## src/hdl/wret_pkg.sv

```systemverilog
// ----------------------------------------------------------------------------
// Weighted random eviction tree: shared definitions
// Field widths, operation and status codes, and defaults for the parameters.
// ----------------------------------------------------------------------------
package wret_pkg;

    localparam int DEF_MAX_ENTRIES = 1024;
    localparam int DEF_KEY_BITS    = 64;

    localparam int FUNC_W   = 2;
    localparam int KEY_W    = 64;
    localparam int COST_W   = 24;
    localparam int SUM_W    = 40;
    localparam int RND_W    = 64;
    localparam int STATUS_W = 3;
    localparam int COUNT_W  = 11;

    // Entry layout in memory, key in the top bits.
    localparam int CP_LSB      = 0;
    localparam int CC_LSB      = SUM_W;
    localparam int OP_LSB      = 2 * SUM_W;
    localparam int OC_LSB      = 2 * SUM_W + COST_W;
    localparam int KEY_LSB     = 2 * SUM_W + 2 * COST_W;

    localparam logic [FUNC_W-1:0] FUNC_ADD    = 2'd0;
    localparam logic [FUNC_W-1:0] FUNC_REMOVE = 2'd1;
    localparam logic [FUNC_W-1:0] FUNC_EVICT  = 2'd2;
    localparam logic [FUNC_W-1:0] FUNC_UNUSED = 2'd3;

    localparam logic [STATUS_W-1:0] ST_DONE     = 3'd0;
    localparam logic [STATUS_W-1:0] ST_DUP      = 3'd1;
    localparam logic [STATUS_W-1:0] ST_NOTFOUND = 3'd2;
    localparam logic [STATUS_W-1:0] ST_FULL     = 3'd3;
    localparam logic [STATUS_W-1:0] ST_UNDER    = 3'd4;

    localparam logic [SUM_W-1:0] LIMIT_RESET = 40'd80000000;

endpackage

```

## src/hdl/wret_div.sv

```systemverilog
// ----------------------------------------------------------------------------
// Weighted random eviction tree: modulo unit
// Restoring division, one dividend bit a cycle, remainder only.
// ----------------------------------------------------------------------------
module wret_div (
    input  logic                       i_clk,
    input  logic                       i_rst_n,
    input  logic                       i_start,
    input  logic [wret_pkg::RND_W-1:0] i_dividend,
    input  logic [wret_pkg::SUM_W-1:0] i_divisor,
    output logic                       o_done,
    output logic [wret_pkg::SUM_W-1:0] o_rem
);
    import wret_pkg::*;

    localparam int CNT_W = $clog2(RND_W);

    logic             r_busy;
    logic             r_done;
    logic [CNT_W-1:0] r_cnt;
    logic [RND_W-1:0] r_dvd;
    logic [SUM_W-1:0] r_rem;
    logic [SUM_W-1:0] r_dsr;
    logic [SUM_W:0]   trial;

    assign trial = {r_rem, r_dvd[RND_W-1]};

    always_ff @(posedge i_clk) begin
        if (!i_rst_n) begin
            r_busy <= 1'b0;
            r_done <= 1'b0;
            r_cnt  <= '0;
        end else begin
            r_done <= 1'b0;
            if (i_start) begin
                r_busy <= 1'b1;
                r_cnt  <= '0;
                r_dvd  <= i_dividend;
                r_rem  <= '0;
                r_dsr  <= i_divisor;
            end else if (r_busy) begin
                // The partial remainder stays below the divisor, so it fits.
                if (trial >= {1'b0, r_dsr}) begin
                    r_rem <= SUM_W'(trial - {1'b0, r_dsr});
                end else begin
                    r_rem <= trial[SUM_W-1:0];
                end
                r_dvd <= r_dvd << 1;
                r_cnt <= r_cnt + 1'b1;
                if (r_cnt == CNT_W'(RND_W - 1)) begin
                    r_busy <= 1'b0;
                    r_done <= 1'b1;
                end
            end
        end
    end

    assign o_done = r_done;
    assign o_rem  = r_rem;
endmodule

```

## config.mk

```make
export PLATFORM = sky130hd
export DESIGN_NAME = wret_div
export DESIGN_NICKNAME = d
export VERILOG_FILES = /design/src/hdl/wret_pkg.sv /design/src/hdl/wret_div.sv
export SDC_FILE = /design/constraint.sdc
export NUM_CORES = 1
export LEC_CHECK = 0
export ABC_AREA = 1
export BUFFER_PORTS_ARGS = -buffer_cell sky130_fd_sc_hd__buf_2
export CAP_MARGIN = 10
export CELL_PAD_IN_SITES_DETAIL_PLACEMENT = 1
export CELL_PAD_IN_SITES_GLOBAL_PLACEMENT = 1
export CORE_MARGIN = 5
export CORE_UTILIZATION = 38
export DETAILED_ROUTE_END_ITERATION = 8
export PLACE_DENSITY = 0.88
export SETUP_SLACK_MARGIN = 0.15
export SLEW_MARGIN = 20
export SYNTH_ARGS = -nofsm -noshare
export SYNTH_HDL_FRONTEND = slang
export SYNTH_SLANG_ARGS = --single-unit
```

## constraint.sdc

```tcl
create_clock -name i_clk -period 6.3 [get_ports i_clk]
set_clock_uncertainty 0.05 [all_clocks]
set_input_delay 0 -clock i_clk [delete_from_list [all_inputs] [get_ports i_clk]]
set_output_delay 0 -clock i_clk [all_outputs]
set_load 0.01 [all_outputs]
```

==> results of run 1 <==
[layer usage]
layer	track usage, %	routed length [um]	vias to the layer above
met5	0	0	-
met4	6.18	597	0
met3	5.46	1710	37
met2	41.3	16200	230
met1	25.8	12800	4317
li1	-	-	4371
[critical path, delay by kind of cell, from the launching register on]
kind | cells | cell delay, ns
flops | 1 | 0.44
simple gates | 5 | 1.08
buf+inv | 1 | 0.31
fa+ha+maj | 1 | 0.39
compound gates | 3 | 0.59
[cell usage in the layout, fill, tap and decap left out, drive strengths merged, types with 22 or more instances in the layout]
master,n
nand2,490
inv,194
nor2,160
buf,151
edfxtp,144
dlygate4sd3,105
a21oi,44
ha,41
nand3,38
o21ai,38
xor2,22
[final timing paths]
kind,cells past startpoint,to,slack (ns)
worst max-delay path,10,o_rem[4],3.27
worst min-delay path,2,r_dsr[30],0.23
worst min register to register,2,r_cnt[5],0.44
worst max register to register,10,o_rem[4],3.27
[layout make-up]
class / count / share of cell area [%]
inverters: 185 / 5.79
clock buffers: 18 / 3.60
clock inverters: 14 / 1.22
well taps: 330 / 3.38
flip-flops and latches: 152 / 36.7
repair buffers: 256 / 14.9
multi-input cells: 872 / 34.4
diodes: 2 / 0.0410
[logic make-up (layout without fill, tap and decap cells)]
group	count (synthesis)	count (layout)
compound gates	89	89
xor+xnor	22	22
fa+ha+maj	42	42
buf+inv	211	473
flops	152	152
other cells	0	2
simple gates	719	719
[state kept, by name (all words and copies together) (netlist names)]
signal  count
r_dsr      40
o_rem      40
o_done      1
r_cnt       6
r_busy      1
r_dvd      64
[power breakdown]
group	internal (W)	switching (W)
Combinational	0.000306	0.000549
Sequential	0.00121	0.0000385
Clock	0.000542	0.000507
[metrics by stage]
| step | power [W] | cell area (um^2) | setup WS [ns] | hold slack, ns |
|---|---|---|---|---|
| after floorplan | 0.00182 | 9550 | 2.31 | 0.0489 |
| after global placement | 0.00202 | 10600 | 3.36 | 0.128 |
| after detailed placement | 0.00206 | 10600 | 3.24 | 0.128 |
| after CTS | 0.00316 | 12200 | 3.23 | 0.208 |
| after global routing | 0.00332 | 12200 | 3.06 | 0.210 |
| final | 0.00315 | 12200 | 3.27 | 0.226 |
[repair_timing]
item	4_1_cts	5_1_grt
hold buffers	105	0
gates resized for setup	0	0
endpoints found under the hold margin	107	0
==> out/results.tsv, run 1 <==
stage	metric	value	unit
status	status	finished clean	
yosys	yosys-mux-area-fraction	0	%
placed_design	gp_congestion	0.928	
yosys	yosysTopAreaCell	edfxtp_1	
pwr	p_leak	5.96	nW
timing	setup_viol	0	
yosys	synth-main-ff-cell	edfxtp_1	
yosys	synth_nets	1384	
placed_design	port_buffers	147	
yosys	yosys-top-cells-count	nand2_1 (478), inv_1 (178), edfxtp_1 (144)	
clock_network	cts-root-buf	clkbuf_16	
die	die_area	28400	um^2
critical_path	worstPathRequired	6.54	ns
die	start_util	38.2	%
critical_path	slowest_stage	edfxtp_1	
yosys	synth_seq_cells	152	
timing	hold_violations	0	
die	rows	58	
timing	maxSlewHeadroom	29.0	%
timing	tightest_slew	1.06	ns
min_path	holdCritStartpoint	i_divisor[30]	
layout	fin_nets	1633	
layout	area_delta_synth_final	27.9	%
detailed_routing	drt-wirelength-per-cell	17.1	um
detailed_routing	via_per_inst	4.90	
pwr	peakVddDrop	0.127	mV
yosys	synth-xor-area-share	2.02	%
detailed_routing	vias	8955	
clock_network	cts.sinks	152	
layout	multiInputGateArea	4200	um^2
yosys	yosysUniqueCellTypes	37	
detailed_routing	initialDrtViolationCount	396	
yosys	synth_edf_count	144	
critical_path	critical_path_class	register to register	
yosys	synth_adder_area_share	5.58	%
yosys	yosys_warnings	0	
die	die_x	169	um
global_route	antenna_found_initial	2	
min_path	hold_class	primary input to register	
timing	final_max_slew_viol_count	0	
clock_network	cts_tree	yes	
yosys	synth_compound_area_share	4.90	%
yosys	seq_area_frac_synth	47.0	%
clock_network	cts_buffers	17	
yosys	syn_area	9550	um^2
yosys	avgSynthCellArea	7.73	um^2
clock_network	clock_latency	0.44	ns
placed_design	hpwl	21.3	mm
timing	fmax	330	MHz
die	pin_count	148	
clock_network	htree_levels	4	
timing	timing.setup.tns	0	ns
yosys	async_flop_share	0	%
clock_network	clockBufferDepth	2	
layout	post-route-util	48.9	%
detailed_routing	drtPass1Iterations	5	
critical_path	critPathMaxFanout	38	
detailed_routing	drcViolationCount	0	
die	die-height	169	um
critical_path	crit_path_cell_trace	ha_1, a21oi_1, o21ai_1, a21oi_1, nand2_1, nor2_4, nand2_4, inv_12, nor2_1, nor2_1	
yosys	syn_inst	1235	
layout	final_cells	1829	
critical_path	cp-startpoint	o_rem[35]	
global_route	grt_max_degree	104	
critical_path	cp-start-kind	register	
clock_network	post-cts-setup-buffers	0	
global_route	grt_pass1_vias	9830	
critical_path	critPathCaptureType	register	
detailed_routing	wl	31.3	mm
timing	fin_crit_sh	48.1	%
detailed_routing	ant_nets	0	
yosys	yosysMostFrequentCell	nand2_1	
global_route	grt_pass1_wl	50.5	mm
yosys	ys_top_cells_by_area	edfxtp_1 (45%), nand2_1 (19%), inv_1 (7.0%)	
layout	regArea	4480	um^2
layout	drive_above_1_share	16.2	%
yosys	synth_top_family_by_area	simple AND/OR/NAND/NOR gates	
critical_path	slowest_delay	0.44	ns
global_route	grt.total_usage	22.4	%
placed_design	post-place-cells	1690	
job	drv_cap	0	
timing	rsz0062_at_grt	no	
layout	fillers	3111	
die	core	25000	um^2
timing	post-route-min-period	3.03	ns
pwr	power_density	258	nW/um^2
yosys	synth-simple-area-share	31.4	%
clock_network	clk_pin_slew	0.07	ns
critical_path	worstReg2RegStart	o_rem[35]	
global_route	overflow	0	
yosys	synth.top_cell.area_share	45.3	%
critical_path	cp.arrival	3.27	ns
Note: power is estimated with default switching activity, not from simulation.
==> run 2, diff against run 1 <==
--- a/config.mk
+++ b/config.mk
@@ -5,15 +5,15 @@
 export SDC_FILE = /design/constraint.sdc
 export NUM_CORES = 1
 export LEC_CHECK = 0
-export ABC_AREA = 1
+export ABC_AREA = 0
 export BUFFER_PORTS_ARGS = -buffer_cell sky130_fd_sc_hd__buf_2
 export CAP_MARGIN = 10
 export CELL_PAD_IN_SITES_DETAIL_PLACEMENT = 1
 export CELL_PAD_IN_SITES_GLOBAL_PLACEMENT = 1
 export CORE_MARGIN = 5
-export CORE_UTILIZATION = 38
+export CORE_UTILIZATION = 40
 export DETAILED_ROUTE_END_ITERATION = 8
-export PLACE_DENSITY = 0.88
+export PLACE_DENSITY = 0.87
 export SETUP_SLACK_MARGIN = 0.15
 export SLEW_MARGIN = 20
 export SYNTH_ARGS = -nofsm -noshare
==> constraint.sdc (replaced) <==
create_clock -name i_clk -period 2.5 [get_ports i_clk]
set_clock_uncertainty 0.05 [all_clocks]
set_input_delay 0 -clock i_clk [delete_from_list [all_inputs] [get_ports i_clk]]
set_output_delay 0 -clock i_clk [all_outputs]
set_load 0.01 [all_outputs]
==> run 2 against run 1 <==
The flow now finishes with violations (negative setup slack). Design area increased by 12%. Global-route usage is 8.8 points higher. Highest routed layer unchanged. Clock-buffer cell count down 1. Wire length rose by 35%. Critical path depth grew 3. Die area down 15%. Largest cell class unchanged. Utilization up 16 points. Critical endpoint is now o_rem[27]. Synthesized cell count is 41% lower. Fmax down 9.6%. Flip-flop and latch count unchanged.
==> out/results.tsv, run 2 <==
stage	metric	value	unit	change
status	status	complete, but fails checks		
status	violations	negative setup slack		
yosys	syn_inst	724		-41%
global_route	grt_pass1_vias	9495		-3.4%
placed_design	hpwl	19.4	mm	-9.1%
layout	drive_above_1_share	48.1	%	+32 points
clock_network	cts-root-buf	clkbuf_16		
layout	regMostFlops	r_dvd		
placed_design	post-place-cells	1277		-24%
clock_network	clk_pin_slew	0.08	ns	about the same
global_route	grt_max_degree	37		-64%
die	die_area	24300	um^2	-15%
clock_network	cts_tree	yes		
yosys	synth_seq_cells	152		unchanged
layout	fin_nets	1322		-19%
layout	mostFrequentLayoutCell	buf_4		
die	die-height	156	um	-7.6%
layout	largest_register_ffs	64		unchanged
die	start_util	40.5	%	+2.3 points
clock_network	clockBufferDepth	2		unchanged
clock_network	cts_buffers	17		unchanged
die	die_x	156	um	-7.6%
yosys	yosys_warnings	0		unchanged
min_path	hold_class	primary input to register		
layout	final_cell_mix	buf_4 (178), buf_2 (146), edfxtp_1 (144)		
critical_path	worstPathRequired	2.63	ns	-3.91 ns
yosys	yosysUniqueCellTypes	54		+46%
timing	hold_violations	0		unchanged
critical_path	cp.arrival	3.49	ns	+0.22 ns
timing	fin_crit_sh	134	%	+86 points
timing	setup_viol	40		+40
yosys	avgSynthCellArea	11.7	um^2	+52%
detailed_routing	drt-wirelength-per-cell	28.9	um	+69%
global_route	overflow	0		unchanged
critical_path	r2r_slack	-0.86	ns	-4.12 ns
detailed_routing	ant_nets	0		unchanged
placed_design	port_buffers	147		unchanged
detailed_routing	wl	42.2	mm	+35%
yosys	synth.top_cell.area_share	50.9	%	+5.6 points
critical_path	critical_path_class	register to register		
yosys	synth_nets	873		-37%
layout	antenna_cells	0		-2
clock_network	htree_levels	4		unchanged
yosys	yosysMostFrequentCell	edfxtp_1		
global_route	grt.total_usage	31.2	%	+8.8 points
pwr	power_density	710	nW/um^2	+180%
global_route	grt_pass1_wl	57.3	mm	+13%
die	core	21000	um^2	-16%
job	drv_cap	0		unchanged
yosys	yosysTopAreaCell	edfxtp_1		
timing	whs	0.101	ns	-0.126 ns
global_route	antenna_found_initial	0		-2
placed_design	gp_congestion	0.861		-7.3%
yosys	async_flop_share	0	%	unchanged
timing	post-route-min-period	3.36	ns	+0.324 ns
yosys	seq_area_frac_synth	52.8	%	+5.8 points
timing	maxSlewHeadroom	55.4	%	+26 points
yosys	yosys-top-cells-count	edfxtp_1 (144), mux2_2 (63), inv_1 (54), nor2_1 (54), nand2_1 (51)		
die	pin_count	148		unchanged
detailed_routing	drcViolationCount	0		unchanged
yosys	synth_edf_count	144		unchanged
timing	tightest_slew	0.663	ns	-0.402 ns
die	rows	53		-8.6%
yosys	syn_area	8500	um^2	-11%
critical_path	cp-start-kind	register		
detailed_routing	initialDrtViolationCount	741		+87%
timing	rsz0062_at_grt	yes		
clock_network	cts.sinks	152		unchanged
detailed_routing	vias	8609		-3.9%
critical_path	critPathCaptureType	register		
timing	final_max_slew_viol_count	0		unchanged
yosys	synth-main-ff-cell	edfxtp_1		
layout	final_cells	1461		-20%
pwr	peakVddDrop	0.445	mV	+250%
timing	fmax	298	MHz	-9.6%
timing	setup_slack	-0.855	ns	-4.12 ns
critical_path	critPathMaxFanout	4		-89%
clock_network	clock_latency	0.46	ns	+0.02 ns
layout	area_delta_synth_final	61.2	%	
detailed_routing	via_per_inst	5.89		+20%
pwr	p_leak	5.77	nW	-3.3%
detailed_routing	drtPass1Iterations	7		+2
yosys	ys_top_cells_by_area	edfxtp_1 (51%), mux2_2 (8.3%), ha_1 (6.0%)		
-- run 2: stage by stage --
step,worst slack [ns],area (um^2),setup TNS [ns],total power (W),util (%)
after floorplan,-0.339,8630,-6.69,0.00452,-
after global placement,-0.487,10800,-11.78,0.00545,51.7
after detailed placement,-0.623,10800,-16.75,0.00558,51.7
after CTS,-0.566,13300,-13.11,0.00898,63.4
after global routing,-0.823,13700,-27.91,0.00998,65.4
final,-0.855,13700,-26.34,0.00973,65.4
-- run 2: final cells by class --
type / instances / area, um^2
Inverter: 54 / 203
Sequential cell: 152 / 4480
Fill cell: 2138 / 7260
Timing Repair Buffer: 460 / 3630
Clock buffer: 17 / 425
Multi-Input combinational cell: 488 / 4410
Tap cell: 275 / 344
Clock inverter: 15 / 203
-- run 2: timing repair --
action	4_1_cts	5_1_grt
setup buffers	23	17
pin swaps	18	32
gates cloned	6	1
hold buffers	105	0
gates resized for setup	82	65
hold endpoints to repair	111	0
endpoints found under the setup margin	40	40
-- run 2: routing by layer --
| metal | vias up | routed length [um] | track usage, % |
|---|---|---|---|
| li1 | 3583 | - | - |
| met1 | 4214 | 14600 | 33.1 |
| met2 | 585 | 21500 | 57.2 |
| met3 | 227 | 3090 | 7.68 |
| met4 | 0 | 2990 | 15.7 |
| met5 | - | 0 | 0 |
-- run 2: kinds of logic after synthesis --
logic type               count (synthesis)  share of synthesized area (%)
adder cells (fa/ha/maj)                 42                           6.27
XOR/XNOR                                37                           3.81
multiplexers                            82                           10.6
AO/OA/AOI/OAI                          161                           13.7
flip-flops                             152                           52.8
buffers and inverters                   84                           3.89
AND/OR/NAND/NOR                        166                           8.97
-- run 2: worst paths after layout --
kind | from | depth (start not counted) | endpoint
worst max-delay path | o_rem[15] | 13 | o_rem[27]
worst min-delay path | i_start | 2 | r_dvd[8]
worst max register to register | o_rem[15] | 13 | o_rem[27]
worst min register to register | r_cnt[5] | 2 | r_cnt[5]
-- run 2: critical path, cell delays in order (launching register included) --
cell and delay, ns:
edfxtp_1 0.46, ha_4 0.30, buf_6 0.13, a21oi_4 0.16, buf_4 0.13, buf_4 0.09, o21a_2 0.17, o21ai_0 0.19
a21oi_1 0.49, o21ai_1 0.30, a31oi_2 0.33, xnor2_1 0.10, mux2i_1 0.13, nor2_1 0.06
-- run 2: report_power, final --
| part | internal (W) | switching (W) | total, W | leakage, nW |
|---|---|---|---|---|
| combinational | 0.00173 | 0.00194 | 0.00366 | 4.02 |
| sequential | 0.00304 | 0.000125 | 0.00317 | 1.44 |
| clock | 0.00154 | 0.00136 | 0.00290 | 0.306 |
==> run 3, diff against run 2 <==
--- a/config.mk
+++ b/config.mk
@@ -6,14 +6,15 @@
 export NUM_CORES = 1
 export LEC_CHECK = 0
 export ABC_AREA = 0
-export BUFFER_PORTS_ARGS = -buffer_cell sky130_fd_sc_hd__buf_2
+export BUFFER_PORTS_ARGS = -buffer_cell sky130_fd_sc_hd__buf_4
 export CAP_MARGIN = 10
 export CELL_PAD_IN_SITES_DETAIL_PLACEMENT = 1
 export CELL_PAD_IN_SITES_GLOBAL_PLACEMENT = 1
 export CORE_MARGIN = 5
 export CORE_UTILIZATION = 40
 export DETAILED_ROUTE_END_ITERATION = 8
-export PLACE_DENSITY = 0.87
+export MAX_ROUTING_LAYER = met4
+export PLACE_DENSITY = 0.84
 export SETUP_SLACK_MARGIN = 0.15
 export SLEW_MARGIN = 20
 export SYNTH_ARGS = -nofsm -noshare
==> constraint.sdc (replaced) <==
create_clock -name i_clk -period 4.3 [get_ports i_clk]
set_clock_uncertainty 0.05 [all_clocks]
set_input_delay 0 -clock i_clk [delete_from_list [all_inputs] [get_ports i_clk]]
set_output_delay 0 -clock i_clk [all_outputs]
set_load 0.01 [all_outputs]
==> run 3 against run 2 <==
The run now ends clean. Cell count fell by 14%. Fmax hardly changed. Flip-flop and latch count unchanged. Sequential power down 42%. Wire length decreased by 39%. Critical path depth is the same. Clock-buffer cell count did not move. Global-route usage fell by 9.3 points. Power decreased by 53%. Non-clock buffer count is 203 lower. Critical endpoint is now o_rem[38]. Highest routed layer unchanged.
==> out/results.tsv, run 3 (same netlist as run 2, synthesis figures left out) <==
stage	metric	value	unit	change
status	status	finished clean		
placed_design	placed_area	9870	um^2	-8.8%
timing	hold_violations	0		unchanged
timing	fmax	298	MHz	about the same
die	die-height	156	um	unchanged
die	rows	53		unchanged
timing	maxSlewHeadroom	38.4	%	-17 points
global_route	overflow	0		unchanged
detailed_routing	via_per_inst	5.31		-9.9%
placed_design	gp_congestion	0.881		+2.4%
timing	timing.setup.tns	0	ns	+26.34 ns
global_route	grt.total_usage	21.9	%	-9.3 points
layout	design_area	11500	um^2	-16%
global_route	grt_max_degree	60		+62%
timing	final_max_slew_viol_count	0		unchanged
layout	regMostFlops	r_dvd		
critical_path	critical_path_class	register to register		
clock_network	cts_buffers	17		unchanged
die	die_area	24300	um^2	unchanged
pwr	p_sw	0.00143	W	-58%
global_route	met2_usage	38.3	%	-19 points
timing	post-route-min-period	3.36	ns	+0.0000810 ns
min_path	hold_class	primary input to register		
detailed_routing	vias	6698		-22%
layout	fin_nets	1119		-15%
detailed_routing	drtPass1Iterations	4		-3
job	drv_cap	0		unchanged
detailed_routing	ant_nets	0		unchanged
layout	fillers	2199		+2.9%
pwr	peakVddDrop	0.271	mV	-39%
pwr	power_density	396	nW/um^2	-44%
clock_network	post_cts_resized	0		-100%
layout	final_cell_mix	buf_4 (152), edfxtp_1 (144), dlygate4sd3_1 (105)		
clock_network	clockBufferDepth	2		unchanged
pwr	p_clk_share	33.8	%	+4.0 points
clock_network	cts.sinks	152		unchanged
detailed_routing	wl	25.6	mm	-39%
clock_network	clock_latency	0.44	ns	-0.02 ns
pwr	p_int	0.00314	W	-50%
clock_network	cts-root-buf	clkbuf_16		
pwr	p_seq_share	40.2	%	+7.6 points
die	pin_count	148		unchanged
critical_path	cp.arrival	3.49	ns	about the same
global_route	grt_pass1_wl	40.1	mm	-30%
critical_path	critPathMaxFanout	3		-1
global_route	antenna_found_initial	4		+4
timing	tightest_slew	0.919	ns	+0.256 ns
clock_network	htree_levels	4		unchanged
detailed_routing	initialDrtViolationCount	245		-67%
critical_path	critPathCaptureType	register		
detailed_routing	drt-wirelength-per-cell	20.3	um	-30%
critical_path	cp-start-kind	register		
critical_path	worstPathRequired	4.43	ns	+1.80 ns
pwr	swShare	31.3	%	-3.8 points
die	die_x	156	um	unchanged
layout	largest_register_ffs	64		unchanged
clock_network	clk_pin_slew	0.08	ns	about the same
die	start_util	40.5	%	unchanged
pwr	p_leak	4.72	nW	-18%
global_route	gr-usage-met1	25.0	%	-8.1 points
global_route	grt_use_met3	5.74	%	-1.9 points
timing	fin_crit_sh	78.0	%	-56 points
layout	mostFrequentLayoutCell	buf_4		
layout	area_delta_synth_final	35.5	%	
placed_design	port_buffers	147		unchanged
die	core	21000	um^2	unchanged
timing	setup_viol	0		-100%
global_route	grt_busiest_layer	met2		
layout	drive_above_1_share	27.4	%	-21 points
pwr	combPwrFrac	26.0	%	-12 points
timing	rsz0062_at_grt	no		
detailed_routing	drcViolationCount	0		unchanged
global_route	grt_pass1_vias	7323		-23%
clock_network	cts_tree	yes		
placed_design	hpwl	16.6	mm	-14%
==> run 3: cell type report <==
type / instances / area (um^2) / area share (%)
diodes: 4 / 10.0 / 0.0869
repair buffers: 257 / 2190 / 19.0
clock buffers: 17 / 425 / 3.69
clock inverters: 15 / 156 / 1.36
flip-flops and latches: 152 / 4480 / 38.9
multi-input cells: 488 / 3700 / 32.1
well taps: 275 / 344 / 2.99
inverters: 54 / 203 / 1.76
==> run 3: final timing paths <==
path / start / endpoint / slack (ns) / depth (start not counted)
max: r_dvd[63] / o_rem[38] / 0.94 / 13
max reg2reg: r_dvd[63] / o_rem[38] / 0.94 / 13
min: i_start / o_rem[30] / 0.13 / 2
min reg2reg: r_cnt[5] / o_done / 0.44 / 2
==> run 3: what timing repair did <==
action | in CTS | in global routing
endpoints found under the hold margin | 111 | 0
buffers inserted | 0 | 0
hold buffers | 105 | 0
==> run 3: metal layers <==
layer  share of wire, %  wire length (um)  vias to the layer above
li1                   -                 -                     3177
met1                 41             10600                     3323
met2                 51             13100                      171
met3                5.7              1450                       27
met4                1.6               399                        0
met5                  0                 0                        -
==> run 3: power groups by stage <==
stage,Clock (W),Sequential (W),Combinational (W)
2_1_floorplan,0,0.00187,0.000737
3_3_place_gp,0,0.00186,0.00106
3_5_place_dp,0,0.00187,0.00109
4_1_cts,0.00156,0.00184,0.00118
5_1_grt,0.00163,0.00185,0.00130
6_report,0.00154,0.00184,0.00119
==> run 3: critical path, cell delays in order, from the launching register on <==
cell and delay, ns:
edfxtp_1 0.38, inv_1 0.07, ha_1 0.16, inv_1 0.05, fa_1 0.40, a21o_1 0.22, a221o_1 0.31, o2bb2ai_1 0.16
o31ai_1 0.39, a21oi_1 0.22, a221oi_1 0.29, o21bai_1 0.11, xnor2_1 0.16, o22ai_1 0.11
==> run 3: metrics by stage <==
stage / hold WS [ns] / util [%] / power (W) / setup slack [ns] / std cells
2_1_floorplan: 0.0489 / - / 0.00260 / 0.799 / 724
3_3_place_gp: 0.129 / 47.1 / 0.00292 / 1.11 / 1121
3_5_place_dp: 0.129 / 47.1 / 0.00296 / 0.985 / 1121
4_1_cts: 0.104 / 54.9 / 0.00458 / 0.979 / 1258
5_1_grt: 0.131 / 54.9 / 0.00478 / 0.776 / 1262
6_report: 0.133 / 54.9 / 0.00457 / 0.945 / 1262
